===== config.mk =====
export PLATFORM = sky130hd
export DESIGN_NAME = dda_line_rasterizer
export DESIGN_NICKNAME = d
export VERILOG_FILES = /design/src/design/dda_pkg.sv /design/src/design/dda_divider.sv /design/src/design/dda_line_rasterizer.sv
export SDC_FILE = /design/constraint.sdc
export NUM_CORES = 1
export LEC_CHECK = 0
export ABC_AREA = 0
export BUFFER_PORTS_ARGS = -buffer_cell sky130_fd_sc_hd__buf_4
export CAP_MARGIN = 30
export CORE_MARGIN = 4
export CORE_UTILIZATION = 30
export CTS_BUF_LIST = sky130_fd_sc_hd__clkbuf_8 sky130_fd_sc_hd__clkbuf_16
export DETAILED_ROUTE_END_ITERATION = 10
export SKIP_LAST_GASP = 1
export SYNTH_ARGS = -nofsm -noshare
export SYNTH_HDL_FRONTEND = slang
export SYNTH_SLANG_ARGS = --single-unit

===== constraint.sdc =====
create_clock -name i_clk -period 8.4 [get_ports i_clk]
set_input_delay 0.84 -clock i_clk [delete_from_list [all_inputs] [get_ports i_clk]]
set_output_delay 0.84 -clock i_clk [all_outputs]
set_load 0.005 [all_outputs]

===== src/design/dda_pkg.sv =====
package dda_pkg;

    // Widths fixed by the interface.
    localparam int PIX_BITS      = 14;
    localparam int CFG_BITS      = 12;
    localparam int APB_DATA_BITS = 32;
    localparam int APB_ADDR_BITS = 3;

    // Defaults for the top-level parameters.
    localparam int COORD_BITS_DEF = 13;
    localparam int FRAC_BITS_DEF  = 16;

    // Register reset values.
    localparam logic [CFG_BITS-1:0] WIDTH_RESET  = CFG_BITS'(640);
    localparam logic [CFG_BITS-1:0] HEIGHT_RESET = CFG_BITS'(480);

    // Register indexes, taken from paddr[2].
    localparam logic REG_CANVAS_WIDTH  = 1'b0;
    localparam logic REG_CANVAS_HEIGHT = 1'b1;

    // Request function codes.
    localparam logic FUNC_LOAD = 1'b0;
    localparam logic FUNC_STEP = 1'b1;

endpackage


===== src/design/dda_divider.sv =====
module dda_divider #(
    parameter int NUM_BITS = 30,
    parameter int DEN_BITS = 13,
    parameter int QUO_BITS = 17
) (
    input  logic                i_clk,
    input  logic                i_rst_n,
    input  logic                i_start,
    input  logic [NUM_BITS-1:0] i_num,
    input  logic [DEN_BITS-1:0] i_den,
    output logic                o_done,
    output logic [QUO_BITS-1:0] o_quo
);

    localparam int CNT_BITS = $clog2(NUM_BITS + 1);

    logic [NUM_BITS-1:0] r_num;
    logic [DEN_BITS-1:0] r_den;
    logic [DEN_BITS-1:0] r_rem;
    logic [QUO_BITS-1:0] r_quo;
    logic [CNT_BITS-1:0] r_cnt;
    logic                r_done;

    logic [DEN_BITS:0]   w_trial;
    logic [DEN_BITS:0]   w_diff;
    logic                w_ge;
    logic [DEN_BITS-1:0] w_rem_next;

    // One restoring step per cycle: bring down the next dividend bit and
    // subtract the divisor when it fits.
    assign w_trial    = {r_rem, r_num[NUM_BITS-1]};
    assign w_ge       = (w_trial >= {1'b0, r_den});
    assign w_diff     = w_trial - {1'b0, r_den};
    assign w_rem_next = w_ge ? w_diff[DEN_BITS-1:0] : w_trial[DEN_BITS-1:0];

    always_ff @(posedge i_clk) begin
        if (!i_rst_n) begin
            r_cnt  <= '0;
            r_done <= 1'b0;
        end else begin
            r_done <= 1'b0;
            if (i_start) begin
                r_num <= i_num;
                r_den <= i_den;
                r_rem <= '0;
                r_quo <= '0;
                r_cnt <= CNT_BITS'(NUM_BITS);
            end else if (r_cnt != '0) begin
                r_num <= {r_num[NUM_BITS-2:0], 1'b0};
                r_rem <= w_rem_next;
                // The quotient is known to fit, so upper bits simply fall off.
                r_quo <= {r_quo[QUO_BITS-2:0], w_ge};
                r_cnt <= r_cnt - 1'b1;
                if (r_cnt == CNT_BITS'(1)) begin
                    r_done <= 1'b1;
                end
            end
        end
    end

    assign o_done = r_done;
    assign o_quo  = r_quo;

endmodule


===== src/design/dda_line_rasterizer.sv =====
// DDA line generator. A load request (func 0) takes two endpoints in
// centre-origin coordinates, maps them to screen space and computes the
// per-step increments with a shared bit-serial divider; the block is not
// ready until the divisions for x and y are done; no division runs when
// the endpoints are equal. Each step request (func 1) then returns one
// pixel in the following cycle, so steps run at one per clock while the
// output side keeps up; a line yields L+1 pixels and the final one has
// last set. Step requests while no line is active return nothing. The
// canvas size registers sit at byte addresses 0 and 4 and should only be
// written while the block is idle.
module dda_line_rasterizer
    import dda_pkg::*;
#(
    parameter int COORD_BITS = COORD_BITS_DEF,
    parameter int FRAC_BITS  = FRAC_BITS_DEF
) (
    input  logic                         i_clk,
    input  logic                         i_rst_n,

    input  logic                         i_valid,
    output logic                         o_ready,
    input  logic                         i_func,
    input  logic signed [COORD_BITS-1:0] i_start_x,
    input  logic signed [COORD_BITS-1:0] i_start_y,
    input  logic signed [COORD_BITS-1:0] i_end_x,
    input  logic signed [COORD_BITS-1:0] i_end_y,

    output logic                         o_valid,
    input  logic                         i_ready,
    output logic signed [PIX_BITS-1:0]   o_pixel_x,
    output logic signed [PIX_BITS-1:0]   o_pixel_y,
    output logic                         o_visible,
    output logic                         o_last,

    input  logic                         psel,
    input  logic                         penable,
    input  logic                         pwrite,
    input  logic [APB_ADDR_BITS-1:0]     paddr,
    input  logic [APB_DATA_BITS-1:0]     pwdata,
    output logic [APB_DATA_BITS-1:0]     prdata,
    output logic                         pready
);

    localparam int SCR_BITS = ((COORD_BITS > CFG_BITS) ? COORD_BITS : CFG_BITS) + 2;
    localparam int POS_BITS = SCR_BITS + FRAC_BITS;
    localparam int DLT_BITS = COORD_BITS + 1;
    localparam int LEN_BITS = COORD_BITS;
    localparam int NUM_BITS = COORD_BITS + FRAC_BITS + 1;
    localparam int QUO_BITS = FRAC_BITS + 1;
    localparam int INC_BITS = FRAC_BITS + 2;
    localparam int RND_BITS = SCR_BITS + 1;

    typedef enum logic [1:0] {
        S_IDLE,
        S_DIV_X,
        S_DIV_Y
    } t_state;

    t_state                      r_state;
    logic [CFG_BITS-1:0]         r_canvas_width;
    logic [CFG_BITS-1:0]         r_canvas_height;
    logic                        r_busy;
    logic signed [POS_BITS-1:0]  r_pos_x;
    logic signed [POS_BITS-1:0]  r_pos_y;
    logic signed [INC_BITS-1:0]  r_inc_x;
    logic signed [INC_BITS-1:0]  r_inc_y;
    logic [LEN_BITS-1:0]         r_steps_left;
    logic [LEN_BITS-1:0]         r_len;
    logic [LEN_BITS-1:0]         r_ady;
    logic                        r_neg_x;
    logic                        r_neg_y;
    logic                        r_div_start;
    logic [NUM_BITS-1:0]         r_div_num;
    logic                        r_o_valid;
    logic signed [PIX_BITS-1:0]  r_pixel_x;
    logic signed [PIX_BITS-1:0]  r_pixel_y;
    logic                        r_visible;
    logic                        r_last;

    logic                        n_div_start;
    logic                        n_o_valid;

    logic                        w_take;
    logic                        w_emit;
    logic                        w_cfg_wr;
    logic signed [SCR_BITS-1:0]  w_hw;
    logic signed [SCR_BITS-1:0]  w_hh;
    logic signed [SCR_BITS-1:0]  w_sx;
    logic signed [SCR_BITS-1:0]  w_sy;
    logic signed [DLT_BITS-1:0]  w_dx;
    logic signed [DLT_BITS-1:0]  w_dy;
    logic [DLT_BITS-1:0]         w_adx_full;
    logic [DLT_BITS-1:0]         w_ady_full;
    logic [LEN_BITS-1:0]         w_adx;
    logic [LEN_BITS-1:0]         w_ady;
    logic [LEN_BITS-1:0]         w_len;
    logic [NUM_BITS-1:0]         w_num_x;
    logic [NUM_BITS-1:0]         w_num_y;
    logic                        w_div_done;
    logic [QUO_BITS-1:0]         w_div_quo;
    logic signed [INC_BITS-1:0]  w_quo_ext;
    logic [POS_BITS-1:0]         w_mag_x;
    logic [POS_BITS-1:0]         w_mag_y;
    logic [POS_BITS-1:0]         w_sum_x;
    logic [POS_BITS-1:0]         w_sum_y;
    logic [RND_BITS-1:0]         w_rmag_x;
    logic [RND_BITS-1:0]         w_rmag_y;
    logic signed [RND_BITS-1:0]  w_px;
    logic signed [RND_BITS-1:0]  w_py;
    logic signed [RND_BITS-1:0]  w_lim_x;
    logic signed [RND_BITS-1:0]  w_lim_y;
    logic                        w_vis;

    assign w_take   = i_valid && o_ready;
    assign w_emit   = w_take && (i_func == FUNC_STEP) && r_busy;
    assign w_cfg_wr = psel && penable && pwrite && pready;

    // Screen mapping of the start point, with truncated half sizes.
    assign w_hw = signed'({{(SCR_BITS-CFG_BITS+1){1'b0}}, r_canvas_width[CFG_BITS-1:1]});
    assign w_hh = signed'({{(SCR_BITS-CFG_BITS+1){1'b0}}, r_canvas_height[CFG_BITS-1:1]});
    assign w_sx = SCR_BITS'(i_start_x) + w_hw;
    assign w_sy = w_hh - SCR_BITS'(i_start_y);

    // The centring offsets cancel in the deltas; y points down on screen.
    assign w_dx = DLT_BITS'(i_end_x) - DLT_BITS'(i_start_x);
    assign w_dy = DLT_BITS'(i_start_y) - DLT_BITS'(i_end_y);
    assign w_adx_full = w_dx[DLT_BITS-1] ? DLT_BITS'(-w_dx) : DLT_BITS'(w_dx);
    assign w_ady_full = w_dy[DLT_BITS-1] ? DLT_BITS'(-w_dy) : DLT_BITS'(w_dy);
    assign w_adx = w_adx_full[LEN_BITS-1:0];
    assign w_ady = w_ady_full[LEN_BITS-1:0];
    assign w_len = (w_adx >= w_ady) ? w_adx : w_ady;

    // Dividend |delta| * 2^FRAC_BITS + L/2 gives a rounded-to-nearest quotient.
    assign w_num_x = (NUM_BITS'(w_adx) << FRAC_BITS) + NUM_BITS'(w_len >> 1);
    assign w_num_y = (NUM_BITS'(r_ady) << FRAC_BITS) + NUM_BITS'(r_len >> 1);

    // The divider starts after a load of a non-empty line and again for y.
    assign n_div_start = (w_take && (i_func == FUNC_LOAD) && (w_len != '0)) ||
                         ((r_state == S_DIV_X) && w_div_done);
    assign n_o_valid   = w_emit || (r_o_valid && !i_ready);

    dda_divider #(
        .NUM_BITS (NUM_BITS),
        .DEN_BITS (LEN_BITS),
        .QUO_BITS (QUO_BITS)
    ) u_divider (
        .i_clk   (i_clk),
        .i_rst_n (i_rst_n),
        .i_start (r_div_start),
        .i_num   (r_div_num),
        .i_den   (r_len),
        .o_done  (w_div_done),
        .o_quo   (w_div_quo)
    );

    assign w_quo_ext = signed'({1'b0, w_div_quo});

    // Round half away from zero on the magnitude, then restore the sign.
    assign w_mag_x  = r_pos_x[POS_BITS-1] ? POS_BITS'(-r_pos_x) : POS_BITS'(r_pos_x);
    assign w_mag_y  = r_pos_y[POS_BITS-1] ? POS_BITS'(-r_pos_y) : POS_BITS'(r_pos_y);
    assign w_sum_x  = w_mag_x + (POS_BITS'(1) << (FRAC_BITS - 1));
    assign w_sum_y  = w_mag_y + (POS_BITS'(1) << (FRAC_BITS - 1));
    assign w_rmag_x = {1'b0, w_sum_x[POS_BITS-1:FRAC_BITS]};
    assign w_rmag_y = {1'b0, w_sum_y[POS_BITS-1:FRAC_BITS]};
    assign w_px     = r_pos_x[POS_BITS-1] ? signed'(-w_rmag_x) : signed'(w_rmag_x);
    assign w_py     = r_pos_y[POS_BITS-1] ? signed'(-w_rmag_y) : signed'(w_rmag_y);

    assign w_lim_x = signed'({{(RND_BITS-CFG_BITS){1'b0}}, r_canvas_width});
    assign w_lim_y = signed'({{(RND_BITS-CFG_BITS){1'b0}}, r_canvas_height});
    assign w_vis   = !w_px[RND_BITS-1] && (w_px <= w_lim_x) &&
                     !w_py[RND_BITS-1] && (w_py <= w_lim_y);

    always_ff @(posedge i_clk) begin
        if (!i_rst_n) begin
            r_state         <= S_IDLE;
            r_busy          <= 1'b0;
            r_div_start     <= 1'b0;
            r_o_valid       <= 1'b0;
            r_canvas_width  <= WIDTH_RESET;
            r_canvas_height <= HEIGHT_RESET;
        end else begin
            r_div_start <= n_div_start;
            r_o_valid   <= n_o_valid;

            if (w_cfg_wr) begin
                case (paddr[2])
                    REG_CANVAS_WIDTH:  r_canvas_width  <= pwdata[CFG_BITS-1:0];
                    REG_CANVAS_HEIGHT: r_canvas_height <= pwdata[CFG_BITS-1:0];
                    default: ;
                endcase
            end

            case (r_state)
                S_IDLE: begin
                    if (w_take) begin
                        if (i_func == FUNC_LOAD) begin
                            r_pos_x      <= {w_sx, {FRAC_BITS{1'b0}}};
                            r_pos_y      <= {w_sy, {FRAC_BITS{1'b0}}};
                            r_steps_left <= w_len;
                            r_len        <= w_len;
                            r_ady        <= w_ady;
                            r_neg_x      <= w_dx[DLT_BITS-1];
                            r_neg_y      <= w_dy[DLT_BITS-1];
                            r_busy       <= 1'b1;
                            r_inc_x      <= '0;
                            r_inc_y      <= '0;
                            // A zero-length line needs no increments.
                            if (w_len != '0) begin
                                r_div_num <= w_num_x;
                                r_state   <= S_DIV_X;
                            end
                        end else if (r_busy) begin
                            r_pixel_x <= w_px[PIX_BITS-1:0];
                            r_pixel_y <= w_py[PIX_BITS-1:0];
                            r_visible <= w_vis;
                            r_last    <= (r_steps_left == '0);
                            if (r_steps_left == '0) begin
                                r_busy <= 1'b0;
                            end else begin
                                r_pos_x      <= r_pos_x + POS_BITS'(r_inc_x);
                                r_pos_y      <= r_pos_y + POS_BITS'(r_inc_y);
                                r_steps_left <= r_steps_left - 1'b1;
                            end
                        end
                    end
                end
                S_DIV_X: begin
                    if (w_div_done) begin
                        r_inc_x   <= r_neg_x ? -w_quo_ext : w_quo_ext;
                        r_div_num <= w_num_y;
                        r_state   <= S_DIV_Y;
                    end
                end
                S_DIV_Y: begin
                    if (w_div_done) begin
                        r_inc_y <= r_neg_y ? -w_quo_ext : w_quo_ext;
                        r_state <= S_IDLE;
                    end
                end
                default: r_state <= S_IDLE;
            endcase
        end
    end

    always_comb begin
        prdata = '0;
        case (paddr[2])
            REG_CANVAS_WIDTH:  prdata = APB_DATA_BITS'(r_canvas_width);
            REG_CANVAS_HEIGHT: prdata = APB_DATA_BITS'(r_canvas_height);
            default:           prdata = '0;
        endcase
    end

    assign pready    = 1'b1;
    assign o_ready   = (r_state == S_IDLE) && (!r_o_valid || i_ready);
    assign o_valid   = r_o_valid;
    assign o_pixel_x = r_pixel_x;
    assign o_pixel_y = r_pixel_y;
    assign o_visible = r_visible;
    assign o_last    = r_last;

endmodule

==> impl_metrics.ini, run 1 <==
[detailed_routing]
viasPerCell = 5.08
ant_nets = 0
wl_met1_mm = 28.6
drt_first_iter_violations = 1383
route.detailed.drc = 0
wl_mm = 59.8
wl_met3_mm = 3.58
vias = 17650
dr_wl_met2_mm = 26.2
highest_layer = met5
firstDrtPassIters = 5
wl_per_cell_um = 17.2

[final_layout]
final_cell_count_no_fill = 3473
area.sequential_um2 = 8720
layout-drive-gt1-share_pct = 11.0
multiInputGateArea_um2 = 12500
n_fill_cell = 7523
fin_area_um2 = 25300
final_nets = 2755
syn_to_final_growth_pct = 13.4

[clock_tree]
path_clk_slew_ns = 0.06
cts.repair.resized = 0
clk-insertion-delay-late_ns = 0.57
cts_root_buf = clkbuf_16
clock_path_buffers = 3
cts_made_buffers = 36
clock_sinks = 302
cts_setup_buffers = 0
htreeDepth = 2
hold_buffers = 0
cts_tree = done

[critical_path]
startpoint_type = input port
crit_buf_inv = 6
worstPathMaxFanout = 25
ff2ff_setup_slack_ns = 1.53
cp_common_cell = inv_1
r2r-end = o_visible
setup.worst_path.start = i_start_y[0]
critPathRequiredTime_ns = 8.68
crit_path_top_delay_cell = or4_1
path_delay_family = compound AO/OA/AOI/OAI gates
endpoint_kind = flip-flop
reg2regPathDepth = 27
critical_path.endpoint = r_div_num[18]
crit_type = input port to flip-flop
r2r_start = r_pos_x[2]
crit_cells = 26
worstPathArrival_ns = 7.39
slowest_delay_ns = 0.68

[power]
swShare_pct = 33.0
seq_power_share_pct = 39.3
pwr-share-clk_pct = 29.9
p_sw_mw = 1.75
p_leak_nw = 10.1
p_comb_share_pct = 30.8
peakVddDrop_uv = 119
power.internal_mw = 3.55
power_density_nw_per_um2 = 209

[synthesis]
syn_area_um2 = 22300
post_synth.cell_area_avg_um2 = 9.28
synthArstFlopShare_pct = 0
synth_cells = 2403
yosys-top-cells-count = 267 x edfxtp_1, 249 x nand2_1, 211 x nor2_1
synth_most_common_cell = edfxtp_1
ys_seq_elements = 302
synth.top_cell.area_share_pct = 35.9
ys_seq_area_share_pct = 39.1
synthTopCellsByArea = edfxtp_1 36%, ha_1 9.4%, xnor2_1 4.7%, nand2_1 4.2%, nor2_1 3.5%
synth_top_cell_by_area = edfxtp_1
yosysUniqueCellTypes = 94
synth_edf_count = 267
ys.flop_type = edfxtp_1
yosys_warnings = 0

[floorplan]
core.rowCount = 99
design.die.area_um2 = 78800
io_pins = 160
fp.dieH_um = 281
initial_core_util_pct = 30.4
core_um2 = 73300
dieWidth_um = 281

[sta]
rsz0062_at_grt = false
final.setup.tns_ns = 0
report.final.hold_viol_count = 0
setup_viol = 0
worst_pin_slew_ns = 0.944
skew_ns = 0.0336
fmax_mhz = 141
relSlewSlack_pct = 36.8
finalCriticalPeriod_ns = 7.11
slew_viol_final = 0
fin_crit_sh_pct = 84.6

[global_route]
grt_pass1_vias = 16353
grt_pass1_wl_mm = 92.0
antenna_found_initial = 5
grt_max_degree = 85
grt_use_total_pct = 14.6
grt_overflow = 0

[placement]
place.gp.congestion = 0.867
dpl-instance-area_um2 = 24100
port_buffers = 116
hpwl_mm = 45.4
dp_cells = 3406

[status]
status = finished, final reports clean

[min_path]
min_path_type = flip-flop to flip-flop

[job]
cap_violations = 0
registers in the layout, indices dropped and copies added (netlist names), 14 cells and up:
register / flops
r_inc_y: 18
r_div_num: 25
o_pixel_y: 14
u_divider.o_quo: 17
r_pos_x: 31
r_inc_x: 18
o_pixel_x: 14
u_divider.r_num: 30
r_pos_y: 31
worst min path at each step:
stage / start / end / slack [ns] / cells after the start
detailed placement: r_len[0] / u_divider.r_den[0] / 0.41 / 0
floorplan: r_len[0] / u_divider.r_den[0] / 0.40 / 0
CTS: r_len[0] / u_divider.r_den[0] / 0.42 / 0
global placement: r_len[0] / u_divider.r_den[0] / 0.41 / 0
global route: r_len[0] / u_divider.r_den[0] / 0.44 / 0
finish: r_len[0] / u_divider.r_den[0] / 0.42 / 0
power by group through the flow:
| stage | clock [mW] | combinational (mW) | sequential (mW) |
|---|---|---|---|
| after CTS | 1.63 | 1.65 | 2.08 |
| after global placement | 0 | 1.62 | 2.11 |
| after detailed placement | 0 | 1.63 | 2.11 |
| after floorplan | 0 | 1.25 | 2.05 |
| final | 1.59 | 1.63 | 2.08 |
| after global routing | 1.68 | 1.84 | 2.10 |
cell usage in the layout, fill, tap and decap left out, types with 10 or more instances in the layout:
cell	n
nand4_1	26
ha_1	168
a21oi_1	156
o21ai_0	113
clkbuf_16	36
nor3_1	42
a31oi_1	13
nand2b_1	38
or2_2	14
and2_1	30
nand3_1	51
a211oi_1	16
mux2_2	39
o21bai_1	10
o21a_1	16
or3_1	35
nor2_1	209
conb_1	21
mux2i_1	29
a21o_1	54
o211ai_1	12
xor2_1	89
edfxtp_1	267
nand2_1	249
inv_1	172
and3_1	20
o31ai_1	17
nor2b_1	48
buf_4	137
nor4_1	17
xnor2_1	119
nor3b_1	11
a21boi_0	11
dfxtp_1	34
cell families after synthesis:
group | after synthesis | synth area share (%)
AO/OA/AOI/OAI | 521 | 15.2
XOR/XNOR | 209 | 8.27
adder cells (fa/ha/maj) | 175 | 10.0
buffers and inverters | 278 | 5.19
flip-flops | 302 | 39.1
multiplexers | 68 | 3.27
other | 2 | 0.0337
AND/OR/NAND/NOR | 848 | 18.9
area by class of cell:
| class | instances | share of cell area, % |
|---|---|---|
| multi-input cells | 1842 | 49.6 |
| flip-flops and latches | 302 | 34.5 |
| well taps | 959 | 4.74 |
| repair buffers | 137 | 4.06 |
| clock buffers | 38 | 3.67 |
| inverters | 166 | 2.46 |
| clock inverters | 26 | 0.994 |
| diodes | 3 | 0.0297 |
routing by layer:
| metal | track usage, % | up-vias |
|---|---|---|
| li1 | - | 8778 |
| met1 | 21.0 | 8357 |
| met2 | 22.8 | 432 |
| met3 | 2.67 | 79 |
| met4 | 3.70 | 4 |
| met5 | 0 | - |
metrics by stage:
stage	total power [mW]	setup slack (ns)	hold slack, ns	utilization (%)
detailed placement	3.74	0.786	0.410	32.9
global route	5.63	0.904	0.441	34.5
global placement	3.72	0.856	0.409	32.9
finish	5.30	1.29	0.420	34.5
floorplan	3.30	0.551	0.400	-
CTS	5.35	1.35	0.424	34.5
No activity file was read; power rests on OpenSTA's default activity.
==> inputs of run 2 (changes only) <==
==> constraint.sdc (replaced) <==
create_clock -name i_clk -period 6.2 [get_ports i_clk]
set_input_delay 0.62 -clock i_clk [delete_from_list [all_inputs] [get_ports i_clk]]
set_output_delay 0.62 -clock i_clk [all_outputs]
set_load 0.005 [all_outputs]
==> impl_metrics.ini, run 2 (synthesis gave the netlist of run 1 again) <==
[final_layout]
layout_common_cells = 267 x edfxtp_1, 249 x nand2_1, 224 x buf_4
final_common_cell = edfxtp_1
reg.largest.list = r_pos_x: 31 flops, r_pos_y: 31 flops, u_divider.r_num: 30 flops
final_util_pct = 35.8
final_nets = 2848
n_fill_cell = 7426
layout-drive-gt1-share_pct = 15.3
syn_to_final_growth_pct = 17.7

[detailed_routing]
route.detailed.drc = 0
vias = 18009
viasPerCell = 5.05
wl_per_cell_um = 17.0
firstDrtPassIters = 6
drt_first_iter_violations = 1280
ant_nets = 0
wl_mm = 60.7

[sta]
report.final.hold_viol_count = 0
setup_viol = 0
worst_pin_slew_ns = 0.975
slew_viol_final = 0
fmax_mhz = 168
relSlewSlack_pct = 34.8
finalCriticalPeriod_ns = 5.94
holdWs_ns = 0.300
fin_ws_ns = 0.257
rsz0062_at_grt = true
skew_ns = 0.0142
fin_crit_sh_pct = 95.9

[global_route]
grt.met2_usage_pct = 23.9
grt_overflow = 0
grt_pass1_wl_mm = 93.8
grt_use_total_pct = 14.9
antenna_found_initial = 4
met3_usage_pct = 2.48
grt_max_degree = 68
met1_usage_pct = 20.7
grt_pass1_vias = 16924
busiest_layer = met2

[floorplan]
io_pins = 160
dieWidth_um = 281
core.rowCount = 99
initial_core_util_pct = 30.4
design.die.area_um2 = 78800
fp.dieH_um = 281
core_um2 = 73300

[clock_tree]
cts_made_buffers = 37
htreeDepth = 2
clk-insertion-delay-late_ns = 0.56
clock_sinks = 302
clock_path_buffers = 3
cts_root_buf = clkbuf_16
cts_tree = done
path_clk_slew_ns = 0.06

[critical_path]
critPathRequiredTime_ns = 6.62
startpoint_type = flip-flop
endpoint_kind = flip-flop
worstPathArrival_ns = 6.37
r2r-end = o_visible
crit_type = flip-flop to flip-flop
worstPathMaxFanout = 7
reg2regPathDepth = 22
r2r_start = r_pos_x[14]
ff2ff_setup_slack_ns = 0.26

[min_path]
hold_depth = 3
min_to = r_canvas_height[5]
min_path_type = input port to flip-flop
worstHoldStart = pwdata[5]

[power]
p_leak_nw = 10.6
power_density_nw_per_um2 = 289
p_total_mw = 7.59
peakVddDrop_uv = 209

[placement]
hpwl_mm = 46.4
place.gp.congestion = 0.875
port_buffers = 116
pre_cts_ws_ns = -0.251

[job]
cap_violations = 0

[status]
status = finished, final reports clean
==> run 2: how the worst max path moves through the flow <==
stage	startpoint	endpoint	slack, ns	depth (start not counted)
after CTS	r_pos_x[2]	o_visible	0.04	25
after floorplan	i_start_y[0]	r_div_num[0]	-0.89	24
after global placement	i_start_y[0]	r_div_num[4]	-0.21	28
final	r_pos_x[14]	o_visible	0.26	22
after global routing	r_pos_x[14]	o_visible	-0.02	24
after detailed placement	i_start_y[0]	r_div_num[4]	-0.25	28
==> run 2: power by group <==
group	switching (mW)	internal (mW)
Clock	0.927	1.35
Sequential	0.173	2.63
Combinational	1.39	1.12
==> run 2: critical path, stage by stage, from the launching register on <==
cell	delay [ns]
edfxtp_1	0.41
nor4_1	0.29
buf_4	0.17
nand4_1	0.22
buf_6	0.22
buf_4	0.14
or3_1	0.34
o311a_1	0.45
a311o_1	0.41
nor3_2	0.18
o21ai_2	0.10
or2_2	0.32
mux2_2	0.30
a22oi_2	0.20
xnor2_2	0.09
ha_1	0.30
and3_1	0.16
nand3_1	0.09
or4_1	0.54
a22oi_2	0.22
nand3_2	0.11
a2111oi_4	0.28
and4b_1	0.24
==> run 2: per-stage QoR <==
step / instance area [um^2] / setup TNS (ns) / instances
after floorplan: 22400 / -22.27 / 2422
after global placement: 24800 / -5.17 / 3490
after detailed placement: 24900 / -6.32 / 3492
after CTS: 26100 / 0 / 3560
after global routing: 26300 / -0.0222 / 3566
final: 26300 / 0 / 3567
==> run 2: layer usage <==
| layer | up-vias | routed length (um) |
|---|---|---|
| li1 | 8960 | - |
| met1 | 8544 | 28600 |
| met2 | 413 | 27100 |
| met3 | 90 | 3280 |
| met4 | 2 | 1750 |
| met5 | - | 13 |
==> run 2: layout make-up <==
class                      instances  area, um^2  share of cell area [%]
clock buffer                      45        1060                    4.03
tap                              959        1200                    4.57
inverter                         166         636                    2.42
clock inverter                    23         219                   0.834
multi-input combinational       1842       12700                    48.2
timing repair buffer             229        1760                    6.72
sequential                       302        8720                    33.2
antenna                            1        2.50                 0.00953
==> run 2: repair_timing <==
item,4_1_cts,5_1_grt
resized for setup,0,18
setup endpoints to repair,0,26
hold buffers,0,0
setup buffers,0,5
